===== config.mk =====
export PLATFORM = sky130hd
export DESIGN_NAME = dfl_lane
export DESIGN_NICKNAME = d
export VERILOG_FILES = /design/src/sv/dfl_pkg.sv /design/src/sv/dfl_lane.sv
export SDC_FILE = /design/constraint.sdc
export NUM_CORES = 2
export LEC_CHECK = 0
export ABC_AREA = 1
export ABC_CLOCK_PERIOD_IN_PS = 4300
export BUFFER_PORTS_ARGS = -buffer_cell sky130_fd_sc_hd__buf_2
export CAP_MARGIN = 20
export CORE_MARGIN = 1
export CORE_UTILIZATION = 40
export DETAILED_ROUTE_END_ITERATION = 12
export GPL_TIMING_DRIVEN = 0
export PLACE_DENSITY = 0.63
export SYNTH_ARGS = -nofsm -noshare
export SYNTH_HDL_FRONTEND = slang
export SYNTH_SLANG_ARGS = --single-unit

===== constraint.sdc =====
create_clock -name clk_i -period 4.3 [get_ports clk_i]
set_input_delay 0.86 -clock clk_i [delete_from_list [all_inputs] [get_ports clk_i]]
set_output_delay 0.86 -clock clk_i [all_outputs]
set_load 0.01 [all_outputs]

===== src/sv/dfl_pkg.sv =====
package dfl_pkg;

  localparam int unsigned FuncW    = 2;
  localparam int unsigned GateW    = 3;
  localparam int unsigned FaninW   = 3;
  localparam int unsigned NodeW    = 5;
  localparam int unsigned ListW    = 64;
  localparam int unsigned NumLanes = 4;
  localparam int unsigned MaxFanin = 4;

  typedef enum logic [FuncW-1:0] {
    FUNC_ASSIGN = 2'd0,
    FUNC_GATE   = 2'd1,
    FUNC_ACCUM  = 2'd2,
    FUNC_CLEAR  = 2'd3
  } func_e;

  typedef enum logic [GateW-1:0] {
    GATE_AND  = 3'd0,
    GATE_OR   = 3'd1,
    GATE_NOR  = 3'd2,
    GATE_NAND = 3'd3,
    GATE_INV  = 3'd4,
    GATE_BUF  = 3'd5,
    GATE_XOR  = 3'd6,
    GATE_XNOR = 3'd7
  } gate_e;

  typedef struct packed {
    logic             value;
    logic [ListW-1:0] list;
  } lane_data_t;

  typedef struct packed {
    logic       en;
    lane_data_t data;
  } wr_t;

endpackage


===== src/sv/dfl_lane.sv =====
module dfl_lane #(
  parameter int unsigned DEPTH = 32,
  parameter int unsigned IW    = 5
) (
  input  logic                clk_i,
  input  logic                rd_en_i,
  input  logic [IW-1:0]       rd_addr_i,
  input  logic [IW-1:0]       wr_addr_i,
  input  dfl_pkg::wr_t        wr_i,
  output dfl_pkg::lane_data_t rd_o
);

  dfl_pkg::lane_data_t mem [DEPTH];
  dfl_pkg::lane_data_t rd_q;

  always_ff @(posedge clk_i) begin
    if (wr_i.en) begin
      mem[wr_addr_i] <= wr_i.data;
    end
  end

  always_ff @(posedge clk_i) begin
    if (rd_en_i) begin
      rd_q <= mem[rd_addr_i];
    end
  end

  assign rd_o = rd_q;

endmodule


# After elaboration in Yosys (flattened, before gate mapping)
# Memories as Yosys holds them, arrays and structs flattened. A register that Yosys moved wholly into a read port is not among the register bits.
# Cells that the tools add are included.
# word_totals
regBits,0
ram_bits,2080
inputBits,78
n_memories,1
# op_classes
mux,2
# memory_table
memory,depth,width,rd,rd_ports_with_merged_regs,write_ports,line,text
mem,32,65,1,1,1,dfl_lane.sv:13,dfl_pkg::lane_data_t mem [DEPTH];
# ops
operator,n
1-bit 2-to-1 mux,2

# Longest topological paths before layout
# logic_depth
depth_word,2
mapped_depth,12
mapped_depth_nobuf,9

# Worst setup path after synthesis
# Ideal clock, no wire load.
# synth_path
kind,input -> register
start,in wr_addr_i[0]
end,mem mem[8][0] (netlist name) (enable)
setup_ps,488
t_arrival_ps,3879
t_required_ps,3812
path_slack_ps,-67
stages,3
path_cell_list,inv_1 nand3_1 nor2_1
# synth_rtl
element,line,text
"start, declared",dfl_lane.sv:8,"input logic [IW-1:0] wr_addr_i,"
"end, declared",dfl_lane.sv:13,
# Straight into the memory's write port.

==> metrics.csv <==
stage;metric;value;unit
route;wl_per_cell;28.5;um
critical_path;cpLargestDelayFamily;buffers and inverters;
timing;relSlewSlack;22.0;%
cts;numCtsBuffers;204;
power_and_ir_drop;combinationalPowerShare;7.2;%
power_and_ir_drop;p_per_area;447;nW/um^2
power_and_ir_drop;clkPwrFrac;39.6;%
route;totalWireLength;294000;um
cts;cts_setup_buffers;0;
route;drcViolationCount;0;
layout;syn_to_final_growth;15.6;%
die;die_w;464;um
die;start_util;40.2;%
job;maxCapViolations;0;
cts;clock-sinks;2145;
cts;clockBufferDepth;3;
power_and_ir_drop;total_power;0.0440;W
power_and_ir_drop;pwr-share-seq;53.2;%
cts;ctsResizeCount;0;
timing;tightestPinTransition;1170;ps
cts;tritoncts;built;
layout;post-route-util;46.5;%
grt;overflow;0;
grt;grt_pass1_wl;409000;um
timing;fmax;334;MHz
die;core;212000;sq um
synth;ys_ff_latch;2145;
power_and_ir_drop;ir_drop;0.491;mV
layout;final_cell_mix;2397 x nand2_1, 2145 x edfxtp_1, 1836 x nand3_1, 390 x buf_2, 208 x clkbuf_16;
critical_path;path_cells;buf_4 > inv_2 > buf_2 > buf_2 > nand3_1 > nand3_1 > nand3_1 > nand3_1 > nand2_1;
synth;ys_top_cells_by_area;edfxtp_1 76%, nand3_1 11%, nand2_1 11%, buf_2 1.5%, buf_6 0.48%;
critical_path;crit_path_max_incr_delay;570;ps
timing;setup_tns;0;ps
die;rows;169;
cts;postCtsHoldBufs;0;
synth;yosysTopAreaCellShare;75.6;%
power_and_ir_drop;power.leakage;35.1;nW
cts;clkTransAtPathRegs;60;ps
min_path;hp-class;input pin to flop;
route;vias_per_cell;5.74;
die;die_h;464;um
critical_path;crit_required;4880;ps
layout;final_common_cell;nand2_1;
die;die_area;215000;sq um
synth;synth.distinct_cells;13;
synth;syn_nets;6944;
critical_path;arrival;3570;ps
cts;insertion_delay;850;ps
timing;finalSetupViolations;0;
route;ant_nets;0;
layout;nNetsFinal;7408;
timing;rsz0062_at_grt;no;
place;io_buffer_count;138;
route;drt-initial-drc-count;9273;
layout;drive_gt1_share;12.0;%
route;first_pass_iters;8;
layout;multi_input_area;18500;sq um
place;hpwl;196000;um
critical_path;end_kind;flop;
timing;drv_slew;0;
timing;fin_crit_sh;69.6;%
timing;clock_skew;31.5;ps
layout;n_fill_cell;18647;
timing;fin_ws;1310;ps
route;vias;59230;
place;place_congestion;0.878;
grt;grt_max_degree;36;
critical_path;worstPathMaxFanout;10;
run_status;status;completed;
critical_path;slowest_stage;buf_2;
synth;syn_area;85200;sq um
die;io_pins;143;
critical_path;crit_buf_inv;4;
critical_path;crit_path_frequent_cell;nand3_1;
critical_path;worstSetupPathType;input pin to flop;
grt;antenna_found_initial;19;
cts;htreeDepth;4;
power_and_ir_drop;switching_power;0.0104;W
timing;post-route-min-period;2990;ps
grt;grt_util_all_layers;26.7;%
synth;synthCells;6866;
synth;ys_seq_area_share;75.6;%
critical_path;startpoint_type;input pin;
place;preCtsSetupSlack;662;ps
power_and_ir_drop;power.share.switching;23.6;%
cts;clockRootBuffer;clkbuf_16;
grt;grt_pass1_vias;55049;
synth;synth_top_area_cell;edfxtp_1;
timing;hold_viol;0;
synth;ys_warn_count;0;
power_and_ir_drop;p_int;0.0336;W
synth;syn_area_per_cell;12.4;sq um
layout;seq_area;64400;sq um
sequential cells by signal (all words and copies together) (netlist names):
name and count:
mem 2080, rd_o 65
cells in the mapped netlist, drive strengths merged:
cell type  instances
nand3           1836
buf              385
clkbuf            61
edfxtp          2145
nor2              32
nand2           2397
inv               10
routing by layer:
metal / global-route usage [%] / part of all wire [%]
met1: 34.9 / 37
met5: 0 / 0.039
met4: 11.8 / 4.8
met2: 42.6 / 46
met3: 6.19 / 12
stage by stage:
| step | hold slack (ps) | instance area, sq um | instances |
|---|---|---|---|
| finish | 551 | 98500 | 10321 |
| CTS | 501 | 98500 | 10313 |
| global route | 534 | 98500 | 10316 |
| floorplan | 716 | 85200 | 6866 |
| global placement | 776 | 89400 | 9825 |
| detailed placement | 774 | 92200 | 9944 |
final cells by class:
cell class	instances	share of cell area [%]
Antenna cell	7	0.0178
Buffer	446	2.48
Clock buffer	261	5.49
Clock inverter	108	0.893
Inverter	10	0.0406
Multi-Input combinational cell	4265	18.8
Sequential cell	2145	65.4
Tap cell	2821	3.58
Timing Repair Buffer	258	3.29
power by group through the flow:
| stage | logic, W | registers, W | clock network (W) |
|---|---|---|---|
| 2_1_floorplan | 0.00145 | 0.0239 | 0 |
| 3_3_place_gp | 0.00293 | 0.0239 | 0 |
| 3_5_place_dp | 0.00306 | 0.0238 | 0 |
| 4_1_cts | 0.00307 | 0.0234 | 0.0174 |
| 5_1_grt | 0.00332 | 0.0234 | 0.0182 |
| 6_report | 0.00316 | 0.0234 | 0.0174 |
logic make-up after synthesis:
logic type / after synthesis / synth area share, %
buffers and inverters: 456 / 2.91
flip-flops: 2145 / 75.6
AND/OR/NAND/NOR: 4265 / 21.5
worst register-to-register path, stage by stage (launching register included):
cell      delay [ps]
edfxtp_1         370
nand2_1           80
nand3_1          190
nand3_1          290
nand3_1          100
nand3_1          240
nand2_1          150
final timing paths:
check / endpoint / cells past startpoint / slack (ps) / from
min: rd_o[64] / 1 / 550 / rd_en_i
min reg2reg: rd_o[52] / 6 / 790 / mem[20][52]
max: rd_o[1] / 9 / 1310 / rd_addr_i[1]
max reg2reg: rd_o[1] / 6 / 2610 / mem[25][1]
Power figures use the tool's default switching activity.
