**config.mk**
```make
export PLATFORM = sky130hd
export DESIGN_NAME = dfl_merge
export DESIGN_NICKNAME = d
export VERILOG_FILES = /design/src/sv/dfl_pkg.sv /design/src/sv/dfl_merge.sv
export SDC_FILE = /design/constraint.sdc
export NUM_CORES = 1
export LEC_CHECK = 0
export BUFFER_PORTS_ARGS = -buffer_cell sky130_fd_sc_hd__buf_4
export CAP_MARGIN = 20
export CELL_PAD_IN_SITES_DETAIL_PLACEMENT = 1
export CELL_PAD_IN_SITES_GLOBAL_PLACEMENT = 2
export CORE_UTILIZATION = 27
export DETAILED_ROUTE_END_ITERATION = 10
export PLACE_DENSITY_LB_ADDON = 0.1
export SYNTH_ARGS = -nofsm -noshare
export SYNTH_HDL_FRONTEND = slang
export SYNTH_SLANG_ARGS = --single-unit
export TNS_END_PERCENT = 1
```
**constraint.sdc**
```tcl
create_clock -name vclk -period 3.4
set_input_delay 0.51 -clock vclk [all_inputs]
set_output_delay 0.51 -clock vclk [all_outputs]
set_load 0.02 [all_outputs]
```
**src/sv/dfl_pkg.sv**
```systemverilog
package dfl_pkg;

  localparam int unsigned FuncW    = 2;
  localparam int unsigned GateW    = 3;
  localparam int unsigned FaninW   = 3;
  localparam int unsigned NodeW    = 5;
  localparam int unsigned ListW    = 64;
  localparam int unsigned NumLanes = 4;
  localparam int unsigned MaxFanin = 4;

  typedef enum logic [FuncW-1:0] {
    FUNC_ASSIGN = 2'd0,
    FUNC_GATE   = 2'd1,
    FUNC_ACCUM  = 2'd2,
    FUNC_CLEAR  = 2'd3
  } func_e;

  typedef enum logic [GateW-1:0] {
    GATE_AND  = 3'd0,
    GATE_OR   = 3'd1,
    GATE_NOR  = 3'd2,
    GATE_NAND = 3'd3,
    GATE_INV  = 3'd4,
    GATE_BUF  = 3'd5,
    GATE_XOR  = 3'd6,
    GATE_XNOR = 3'd7
  } gate_e;

  typedef struct packed {
    logic             value;
    logic [ListW-1:0] list;
  } lane_data_t;

  typedef struct packed {
    logic       en;
    lane_data_t data;
  } wr_t;

endpackage

```
**src/sv/dfl_merge.sv**
```systemverilog
module dfl_merge (
  input  dfl_pkg::gate_e                         gate_i,
  input  logic [dfl_pkg::NumLanes-1:0]           act_i,
  input  dfl_pkg::lane_data_t                    lane_i [dfl_pkg::NumLanes],
  output dfl_pkg::lane_data_t                    res_o
);

  logic                      ctrl;
  logic                      inv;
  logic                      hit;
  logic                      xv;
  logic [dfl_pkg::ListW-1:0] inter;
  logic [dfl_pkg::ListW-1:0] rest;
  logic [dfl_pkg::ListW-1:0] uni;
  logic [dfl_pkg::ListW-1:0] xl;

  always_comb begin
    ctrl  = (gate_i == dfl_pkg::GATE_OR) || (gate_i == dfl_pkg::GATE_NOR);
    inv   = (gate_i == dfl_pkg::GATE_NOR) || (gate_i == dfl_pkg::GATE_NAND);
    inter = '1;
    rest  = '0;
    uni   = '0;
    xl    = '0;
    hit   = 1'b0;
    xv    = (gate_i == dfl_pkg::GATE_XNOR);
    for (int k = 0; k < dfl_pkg::NumLanes; k++) begin
      if (act_i[k]) begin
        uni = uni | lane_i[k].list;
        xl  = xl ^ lane_i[k].list;
        xv  = xv ^ lane_i[k].value;
        if (lane_i[k].value == ctrl) begin
          inter = inter & lane_i[k].list;
          hit   = 1'b1;
        end else begin
          rest = rest | lane_i[k].list;
        end
      end
    end
  end

  always_comb begin
    unique case (gate_i) inside
      dfl_pkg::GATE_INV: begin
        res_o.value = ~lane_i[0].value;
        res_o.list  = lane_i[0].list;
      end
      dfl_pkg::GATE_BUF: begin
        res_o.value = lane_i[0].value;
        res_o.list  = lane_i[0].list;
      end
      dfl_pkg::GATE_XOR, dfl_pkg::GATE_XNOR: begin
        res_o.value = xv;
        res_o.list  = xl;
      end
      default: begin
        if (hit) begin
          res_o.value = ctrl ^ inv;
          res_o.list  = inter & ~rest;
        end else begin
          res_o.value = ~ctrl ^ inv;
          res_o.list  = uni;
        end
      end
    endcase
  end

endmodule

```
After elaboration in Yosys (flattened, before gate mapping):

Index checks and enable logic that the tools add are counted.

* bits in registers: 0
* input bits: 267
* output and inout bits: 65
* word-level logic and storage cells: 73

* equality and inequality tests: 11
* muxes and demuxes: 37
* bitwise operators: 22
* reduce and logical (&&, ||, !) cells: 3

Operators with widths (count)
* $mux W64: 23
* $or A64 B64 Y64: 6
* $and A64 B64 Y64: 4
* $pmux W65 S3: 1
* $xor A64 B64 Y64: 3
* $mux W65: 1
* $not A64 Y64: 1
* $eq A3 B3 Y1 const B: 4
* $mux W1: 12
* $eq A3 B2 Y1 const B: 2
* $xor A1 B1 Y1: 6
* $eq A1 B1 Y1: 4
* $eq A3 B1 Y1 const B: 1
* $logic_or A1 B1 Y1: 2
* $not A1 Y1: 2
* $reduce_or A2 Y1: 1

Longest topological paths before layout:

Gate-level depths: netlist (run 1).

* word-level depth: 18
* depth in mapped cells: 12

Worst setup path before layout (run 1):

OpenSTA, ideal clock, no wires.

* path type: input port to output port
* from: input act_i[0] (netlist name)
* to: output res_o[42] (netlist name)
* arrival time: 2978 ps
* path slack: -88 ps
* stages on the path: 11
* path buffers: 5
* cells stage by stage: clkbuf_1 > clkbuf_1 > clkbuf_1 > clkbuf_1 > buf_1 > nand2_1 > ha_1 > a22o_1 > a311oi_1 > a22oi_1 > o31ai_1

RTL lines
* from (decl): RTL line dfl_merge.sv:3 `input logic [dfl_pkg::NumLanes-1:0] act_i,`
* to (decl): RTL line dfl_merge.sv:5 `output dfl_pkg::lane_data_t res_o`

==> results.json, run 1 <==
{
  "status": "finished clean",
  "antenna_found_initial": 9,
  "critPathSlowestCell": "a2111oi_0",
  "leakage_nw": 6.94,
  "switchingPower_mw": 2.01,
  "fin_crit_sh_pct": 98.0,
  "netlist_instances": 2126,
  "gp_congestion": 0.883,
  "yosys_warnings": 0,
  "wl_per_cell_um": 25.3,
  "dp_cells": 3050,
  "hold_path.class": "input pin to primary output",
  "maxCapViolCount": 0,
  "min_from": "gate_i[0]",
  "core_sq_um": 49200,
  "worstPathCellList": "buf_4 > xnor2_4 > buf_12 > nor2_8 > xnor2_1 > buf_4 > xor2_1 > a2111oi_0 > buf_4 > a221o_1 > buf_4",
  "vias": 18600,
  "nClkBuffers": 0,
  "overflow": 0,
  "tns_ns": 0,
  "rsz0062_at_grt": "true",
  "setup_viol": 0,
  "path_max_fanout": 16,
  "first_global_vias": 19300,
  "hpwl_mm": 57.5,
  "hold_buffers": 0,
  "ys_types": 72,
  "syn-cell-area_sq_um": 13500,
  "synth_xor_area_share_pct": 16.5,
  "drt_iter0_markers": 1285,
  "slew_headroom_pct": 36.7,
  "cp-start-kind": "input pin",
  "start_util_pct": 27.5,
  "p_comb_share_pct": 100.0,
  "period_needed_ns": 3.33,
  "grt_max_degree": 109,
  "cpMostUsedCell": "buf_4",
  "fin_util_pct": 35.6,
  "power.density_nw_per_um2": 198,
  "arrival_ns": 2.82,
  "worst_pin_slew_ns": 0.950,
  "critPathRequiredTime_ns": 2.89,
  "synth_compound_area_share_pct": 42.5,
  "fill_cells": 6242,
  "synth_top_family_by_area": "compound AO/OA/AOI/OAI gates",
  "yosysMostFrequentCell": "nand2_1",
  "setup_slack_ns": 0.0686,
  "synth_nets": 2457,
  "syn_to_final_growth_pct": 29.6,
  "synth-seq-area-share_pct": 0,
  "postSynthAreaPerCell_sq_um": 6.35,
  "pre_cts_slack_ns": -0.00612,
  "drt_first_pass_iters": 5,
  "yosys.area_share.simple_pct": 21.2,
  "cpLargestDelayFamily": "buffers and inverters",
  "synthTopCellsByCount": "nand2_1, xnor2_1, o21ai_0",
  "routed_wl_mm": 77.3,
  "path_buf_inv": 5,
  "track_usage_pct": 29.2,
  "cts_setup_buffers": 0,
  "crit_path_end_kind": "primary output",
  "via_per_inst": 6.10,
  "power_frac_seq_pct": 0,
  "critPathMaxStageDelay_ns": 0.49,
  "p_sw_share_pct": 58.1,
  "hold_viol_final": 0,
  "yosys.area.top_type": "xnor2_1",
  "die_x_um": 226,
  "io-pin-count": 332,
  "regArea_sq_um": 0,
  "nNetsFinal": 2720,
  "ir_drop_mv": 0.0796,
  "synth_top_area_share_pct": 11.9,
  "seq_cells": 0,
  "die_area_sq_um": 50900,
  "instances_no_fill": 3054,
  "grt_pass1_wl_mm": 116,
  "synthTopCellsByArea": "xnor2_1, nand2_1, o21ai_0",
  "drc": 0,
  "port_buffers": 332,
  "clkPwrFrac_pct": 0,
  "synth_fa_ha_area_share_pct": 5.93,
  "whs_endpoint": "res_o[64]",
  "ant_nets": 0,
  "drive_gt1_share_pct": 22.5,
  "placementRows": 81,
  "synth_mux_area_share_pct": 4.19,
  "max_freq_ghz": 0.300,
  "internal_power_mw": 1.45,
  "whs_path_depth": 3,
  "drv_slew": 0,
  "crit_type": "input pin to primary output",
  "die_h_um": 226
}
==> worst max-delay path by stage <==
stage,from,endpoint,slack [ns],cells after the start
2_1_floorplan,act_i[0],res_o[42],0.07,11
3_3_place_gp,gate_i[2],res_o[9],-0.01,10
3_5_place_dp,gate_i[2],res_o[9],-0.006,10
4_1_cts,gate_i[2],res_o[29],0.04,9
5_1_grt,gate_i[1],res_o[41],-0.06,10
6_report,gate_i[1],res_o[21],0.07,11
==> logic make-up (layout without fill, tap and decap cells) <==
logic type                 Yosys count  count (layout)
AOI/OAI and AO/OA                  820             820
and+or+nand+nor                    609             609
buffers and inverters              327             588
xor gates and xnor gates           250             250
adders and majority gates           64              64
muxes                               56              56
other                                0               3
==> power groups by stage <==
stage          clock network (mW)  registers [mW]  logic, mW
2_1_floorplan                   0               0       1.98
3_3_place_gp                    0               0       3.35
3_5_place_dp                    0               0       3.42
4_1_cts                         0               0       3.44
5_1_grt               0.000000118               0       3.72
6_report              0.000000118               0       3.46
==> stage by stage <==
step	power, mW	cell area, sq um	hold slack (ns)
2_1_floorplan	1.98	13500	1.16
3_3_place_gp	3.35	17400	1.41
3_5_place_dp	3.42	17400	1.41
4_1_cts	3.44	17500	1.41
5_1_grt	3.72	17500	1.43
6_report	3.46	17500	1.41
==> metal layers <==
| layer | global-route usage (%) | share of wire [%] | wire length (um) |
|---|---|---|---|
| met1 | 37.4 | 44 | 34000 |
| met2 | 50.8 | 48 | 37100 |
| met3 | 3.21 | 5.3 | 4060 |
| met4 | 9.08 | 2.6 | 2050 |
| met5 | 0 | 0.075 | 58 |
==> timing repair <==
| item | CTS | global route |
|---|---|---|
| setup endpoints to repair | 1 | 21 |
| pin swaps | 0 | 1 |
| endpoints found under the hold margin | 0 | 0 |
| resized for setup | 1 | 6 |
==> layout by cell type (no fill, tap or decap), drive strengths merged, types with 14 or more instances in the layout <==
| master | n |
|---|---|
| o2111a | 19 |
| nor4 | 50 |
| inv | 104 |
| o221ai | 54 |
| nand3 | 43 |
| o21ai | 171 |
| a221o | 29 |
| xor2 | 64 |
| a221oi | 20 |
| a211o | 29 |
| a22oi | 20 |
| nor2 | 97 |
| o22ai | 67 |
| nor3 | 37 |
| o2111ai | 47 |
| ha | 64 |
| a31oi | 19 |
| or4 | 14 |
| nand4 | 17 |
| buf | 482 |
| a211oi | 43 |
| mux2i | 52 |
| a21oi | 155 |
| o2bb2ai | 15 |
| o311ai | 14 |
| nand2b | 27 |
| o211ai | 57 |
| nand2 | 277 |
| xnor2 | 185 |
==> final cells by class <==
class	instances	area (sq um)	area share, %
Multi-Input combinational cell	1799	12300	70.5
Timing Repair Buffer	482	3920	22.4
Tap cell	664	831	4.75
Inverter	106	403	2.30
Antenna cell	3	7.51	0.0429
Note: power is estimated with default switching activity, not from simulation.
==> inputs of run 2 (changes only) <==
--- a/config.mk
+++ b/config.mk
@@ -5,11 +5,13 @@
 export SDC_FILE = /design/constraint.sdc
 export NUM_CORES = 1
 export LEC_CHECK = 0
+export ABC_AREA = 1
 export BUFFER_PORTS_ARGS = -buffer_cell sky130_fd_sc_hd__buf_4
 export CAP_MARGIN = 20
 export CELL_PAD_IN_SITES_DETAIL_PLACEMENT = 1
 export CELL_PAD_IN_SITES_GLOBAL_PLACEMENT = 2
-export CORE_UTILIZATION = 27
+export CORE_ASPECT_RATIO = 1.5
+export CORE_UTILIZATION = 23
 export DETAILED_ROUTE_END_ITERATION = 10
 export PLACE_DENSITY_LB_ADDON = 0.1
 export SYNTH_ARGS = -nofsm -noshare
==> run 2 against run 1 <==
Critical path depth rose by 2. Largest cell class unchanged. Area after synthesis shrank 9.4%. Sequential share of layout area is the same. Clock-buffer cell count is the same. Combinational power is 20% lower. Critical path type unchanged. Largest power group unchanged.
==> results.json, run 2 <==
{
  "status": "finished clean",
  "drt_iter0_markers": 647,
  "hold_path.class": "input pin to primary output",
  "setup_viol": 0,
  "drc": 0,
  "via_per_inst": 5.03,
  "dp_cells": 3473,
  "io-pin-count": 332,
  "port_buffers": 332,
  "wl_per_cell_um": 18.8,
  "tns_ns": 0,
  "power.density_nw_per_um2": 180,
  "grt_max_degree": 131,
  "hold_buffers": 0,
  "fin_crit_sh_pct": 88.8,
  "arrival_ns": 2.51,
  "syn-cell-area_sq_um": 12200,
  "grt_pass1_wl_mm": 100,
  "nClkBuffers": 0,
  "synth_top_area_share_pct": 36.0,
  "ctsResizeCount": 0,
  "path_max_fanout": 50,
  "core_sq_um": 52600,
  "seq_cells": 0,
  "overflow": 0,
  "routed_wl_mm": 65.4,
  "maxCapViolCount": 0,
  "ant_nets": 0,
  "place_area_sq_um": 15400,
  "die_h_um": 284,
  "synthTopCellsByArea": "nand2_1, nand3b_1, inv_1",
  "critPathRequiredTime_ns": 2.89,
  "ys_types": 25,
  "vias": 17500,
  "nNetsFinal": 3124,
  "gp_congestion": 0.836,
  "layout_common_cells": "nand2_1, buf_4, inv_1",
  "instances_no_fill": 3475,
  "worst_pin_slew_ns": 0.732,
  "period_needed_ns": 3.02,
  "drive_gt1_share_pct": 14.1,
  "die_x_um": 190,
  "synthTopCellsByCount": "nand2_1, inv_1, nor2_1",
  "first_global_vias": 18100,
  "yosys_warnings": 0,
  "fin_area_sq_um": 15400,
  "start_util_pct": 23.3,
  "placementRows": 103,
  "regArea_sq_um": 0,
  "slew_headroom_pct": 51.2,
  "crit_type": "input pin to primary output",
  "yosysMostFrequentCell": "nand2_1",
  "crit_path_end_kind": "primary output",
  "max_freq_ghz": 0.331,
  "final_common_cell": "nand2_1",
  "hold_viol_final": 0,
  "netlist_instances": 2601,
  "cts_setup_buffers": 0,
  "hpwl_mm": 45.5,
  "yosys.area.top_type": "nand2_1",
  "track_usage_pct": 23.5,
  "total_power_mw": 2.77,
  "cp-start-kind": "input pin",
  "rsz0062_at_grt": "false",
  "leakage_nw": 9.33,
  "drt_first_pass_iters": 5,
  "postSynthAreaPerCell_sq_um": 4.70,
  "ir_drop_mv": 0.154,
  "drv_slew": 0,
  "whs_path_depth": 4,
  "antenna_found_initial": 2,
  "die_area_sq_um": 54100,
  "synth-seq-area-share_pct": 0,
  "crit_end": "res_o[43]",
  "critical_path.startpoint": "gate_i[1]",
  "synth_nets": 2932,
  "syn_to_final_growth_pct": 26.0
}
run 2: cell count changes after synthesis, sizes merged, moves of 46 or more:
cell	change
o22ai	-67
inv	+152
nand3	+142
nand3b	+135
nor4	-50
mux2i	-52
clkbuf	-56
nand2	+898
nor2	+96
o221ai	-54
xnor2	-183
a21oi	-88
o2111ai	-46
run 2: area by class of cell:
cell class         count  area (sq um)
diodes                 2          5.00
repair buffers       376          3100
inverters            257           970
well taps            682           853
fillers             7276         37200
multi-input cells   2158         10500
run 2: worst min path at each step:
stage | from | end | slack [ns]
after detailed placement | lane_i[206] | res_o[11] | 1.38
after CTS | lane_i[206] | res_o[11] | 1.38
after floorplan | lane_i[195] | res_o[0] | 1.24
final | lane_i[207] | res_o[12] | 1.38
after global placement | lane_i[207] | res_o[12] | 1.38
after global routing | lane_i[207] | res_o[12] | 1.40
run 2: cell families after synthesis:
group	count (synthesis)	share of synthesized area [%]
adder cells (fa/ha/maj)	64	6.55
AND/OR/NAND/NOR	1757	61.7
buffers and inverters	443	14.6
XOR/XNOR	67	4.80
AO/OA/AOI/OAI	270	12.4
run 2: per-layer routing:
layer / GRT usage [%] / vias to the layer above / wire [um]
met4: 4.84 / 0 / 1300
li1: - / 8639 / -
met1: 28.5 / 8455 / 28300
met2: 44.4 / 350 / 33400
met3: 1.68 / 51 / 2490
met5: 0 / - / 0
run 2: where the power goes:
part / internal, mW / switching (mW) / total [mW]
Combinational: 1.02 / 1.75 / 2.77
Clock: 0.0000000790 / 0 / 0.0000000790
Sequential: 0 / 0 / 0
Total: 1.02 / 1.75 / 2.77
run 2: per-stage QoR:
stage / hold WS, ns / setup WS, ns / utilization [%]
after floorplan: 1.24 / 0.917 / -
after global placement: 1.38 / 0.375 / 29.3
after detailed placement: 1.38 / 0.365 / 29.3
after CTS: 1.38 / 0.356 / 29.3
after global routing: 1.40 / 0.249 / 29.3
final: 1.38 / 0.382 / 29.3
run 2: worst max-delay path, stage by stage:
cell and delay [ns]:
buf_4 0.12, inv_2 0.06, nand2_2 0.15, nand3_4 0.13
nand2_1 0.14, nand2_4 0.11, nand2_1 0.08, nand2_1 0.08
nor2_4 0.14, buf_12 0.34, a21oi_1 0.11, a21oi_1 0.30
buf_4 0.20
==> inputs of run 3 (changes only) <==
--- a/config.mk
+++ b/config.mk
@@ -5,13 +5,12 @@
 export SDC_FILE = /design/constraint.sdc
 export NUM_CORES = 1
 export LEC_CHECK = 0
-export ABC_AREA = 1
 export BUFFER_PORTS_ARGS = -buffer_cell sky130_fd_sc_hd__buf_4
-export CAP_MARGIN = 20
 export CELL_PAD_IN_SITES_DETAIL_PLACEMENT = 1
 export CELL_PAD_IN_SITES_GLOBAL_PLACEMENT = 2
 export CORE_ASPECT_RATIO = 1.5
-export CORE_UTILIZATION = 23
+export CORE_MARGIN = 4
+export CORE_UTILIZATION = 27
 export DETAILED_ROUTE_END_ITERATION = 10
 export PLACE_DENSITY_LB_ADDON = 0.1
 export SYNTH_ARGS = -nofsm -noshare
==> run 3 against run 2 <==
Critical path depth decreased by 2. Hold slack improved by 0.16 ns. Combinational power increased by 25%. Utilization increased by 6.2 points. Largest power group unchanged. Highest routed layer is now met5.
==> results.json, run 3 (synthesis results as in run 1) <==
{
  "status": "finished clean",
  "first_global_vias": 20000,
  "power_frac_seq_pct": 0,
  "hold_viol_final": 0,
  "placementRows": 100,
  "fin_crit_sh_pct": 96.3,
  "drt_iter0_markers": 1021,
  "switchingPower_mw": 2.01,
  "fill_cells": 6381,
  "track_usage_pct": 28.0,
  "ant_nets": 0,
  "internal_power_mw": 1.46,
  "routed_wl_mm": 80.1,
  "hold_path.class": "input pin to primary output",
  "port_buffers": 332,
  "worstPathCellList": "buf_4 > xnor2_4 > buf_12 > buf_4 > buf_4 > o21ai_0 > o221a_2 > nor4_1 > o211ai_1 > o221ai_1 > buf_4",
  "die_h_um": 282,
  "antenna_found_initial": 8,
  "drc": 0,
  "arrival_ns": 2.77,
  "io-pin-count": 332,
  "leakage_nw": 7.00,
  "p_sw_share_pct": 58.0,
  "max_freq_ghz": 0.305,
  "ir_drop_mv": 0.0879,
  "start_util_pct": 27.2,
  "rsz0062_at_grt": "false",
  "critPathMaxStageDelay_ns": 0.30,
  "via_per_inst": 6.10,
  "critPathRequiredTime_ns": 2.89,
  "layout_common_cells": "buf_4, nand2_1, xnor2_1",
  "nClkBuffers": 0,
  "whs_path_depth": 5,
  "clkPwrFrac_pct": 0,
  "setup_viol": 0,
  "die_x_um": 191,
  "seq_cells": 0,
  "hpwl_mm": 59.0,
  "wl_per_cell_um": 26.1,
  "period_needed_ns": 3.28,
  "drv_slew": 0,
  "cp-start-kind": "input pin",
  "min_from": "lane_i[201]",
  "setup_slack_ns": 0.124,
  "final_common_cell": "buf_4",
  "pre_cts_slack_ns": 0.134,
  "worst_pin_slew_ns": 1.10,
  "whs_endpoint": "res_o[6]",
  "vias": 18700,
  "crit_type": "input pin to primary output",
  "tns_ns": 0,
  "power.density_nw_per_um2": 197,
  "maxCapViolCount": 0,
  "path_max_fanout": 26,
  "crit_path_end_kind": "primary output",
  "slew_headroom_pct": 27.0,
  "drt_first_pass_iters": 7,
  "cts_setup_buffers": 0,
  "grt_max_degree": 88,
  "hold_buffers": 0,
  "p_comb_share_pct": 100.0,
  "die_area_sq_um": 53700,
  "gp_congestion": 0.869,
  "core_sq_um": 49500,
  "ctsResizeCount": 0,
  "grt_pass1_wl_mm": 119,
  "critPathSlowestCell": "buf_4",
  "nNetsFinal": 2726,
  "overflow": 0,
  "cpMostUsedCell": "buf_4",
  "regArea_sq_um": 0,
  "syn_to_final_growth_pct": 30.3,
  "drive_gt1_share_pct": 22.6
}
[run 3: cell types whose count changed in the layout (fill, tap and decap cells not counted), moves of 46 or more]
cell	before	now
nand3b_1	142	7
o2111ai_1	1	47
o22ai_1	0	67
mux2i_1	0	52
nor4_1	0	50
o221ai_1	0	54
a21oi_1	67	154
buf_4	353	457
inv_1	251	104
nand2_1	1166	276
nor2_1	192	94
nand3_1	184	41
xnor2_1	2	184
[run 3: layer usage]
metal	global-route usage [%]	vias up	wire, um
met3	2.94	168	4160
met2	53.0	637	41600
met4	9.53	4	2790
met5	0	-	34
met1	32.6	9266	31500
li1	-	8604	-
[run 3: worst max path at each step]
stage / startpoint / endpoint / slack [ns] / cells after the start
after CTS: gate_i[1] / res_o[41] / 0.13 / 9
after global placement: gate_i[1] / res_o[59] / 0.15 / 10
after global routing: gate_i[1] / res_o[9] / 0.003 / 10
after detailed placement: gate_i[1] / res_o[51] / 0.13 / 10
final: gate_i[1] / res_o[56] / 0.12 / 11
after floorplan: act_i[0] / res_o[42] / 0.07 / 11
[run 3: final cells by class]
class / instances / area, sq um / share of cell area (%)
multi-input cells: 1799 / 12300 / 69.9
repair buffers: 488 / 4040 / 23.0
inverters: 106 / 399 / 2.27
diodes: 7 / 17.5 / 0.0996
well taps: 663 / 830 / 4.72
[run 3: power groups by stage]
stage               Sequential, mW  Combinational, mW    Clock, mW
finish                           0               3.47  0.000000277
detailed placement               0               3.45            0
floorplan                        0               1.98            0
CTS                              0               3.47            0
global placement                 0               3.38            0
global route                     0               3.74  0.000000197
[run 3: metrics by stage]
| stage | total power, mW | cells | cell area (sq um) | util, % | hold WS [ns] |
|---|---|---|---|---|---|
| 2_1_floorplan | 1.98 | 2126 | 13500 | - | 1.16 |
| 3_3_place_gp | 3.38 | 3056 | 17600 | 35.5 | 1.53 |
| 3_5_place_dp | 3.45 | 3056 | 17600 | 35.5 | 1.54 |
| 4_1_cts | 3.47 | 3056 | 17600 | 35.5 | 1.54 |
| 5_1_grt | 3.74 | 3061 | 17600 | 35.5 | 1.55 |
| 6_report | 3.47 | 3063 | 17600 | 35.5 | 1.54 |
[run 3: critical path, delay by kind of cell]
kind            cells  cell delay [ns]
buf+inv             5             1.05
compound gates      4             0.68
simple gates        1             0.29
xor+xnor            1             0.20
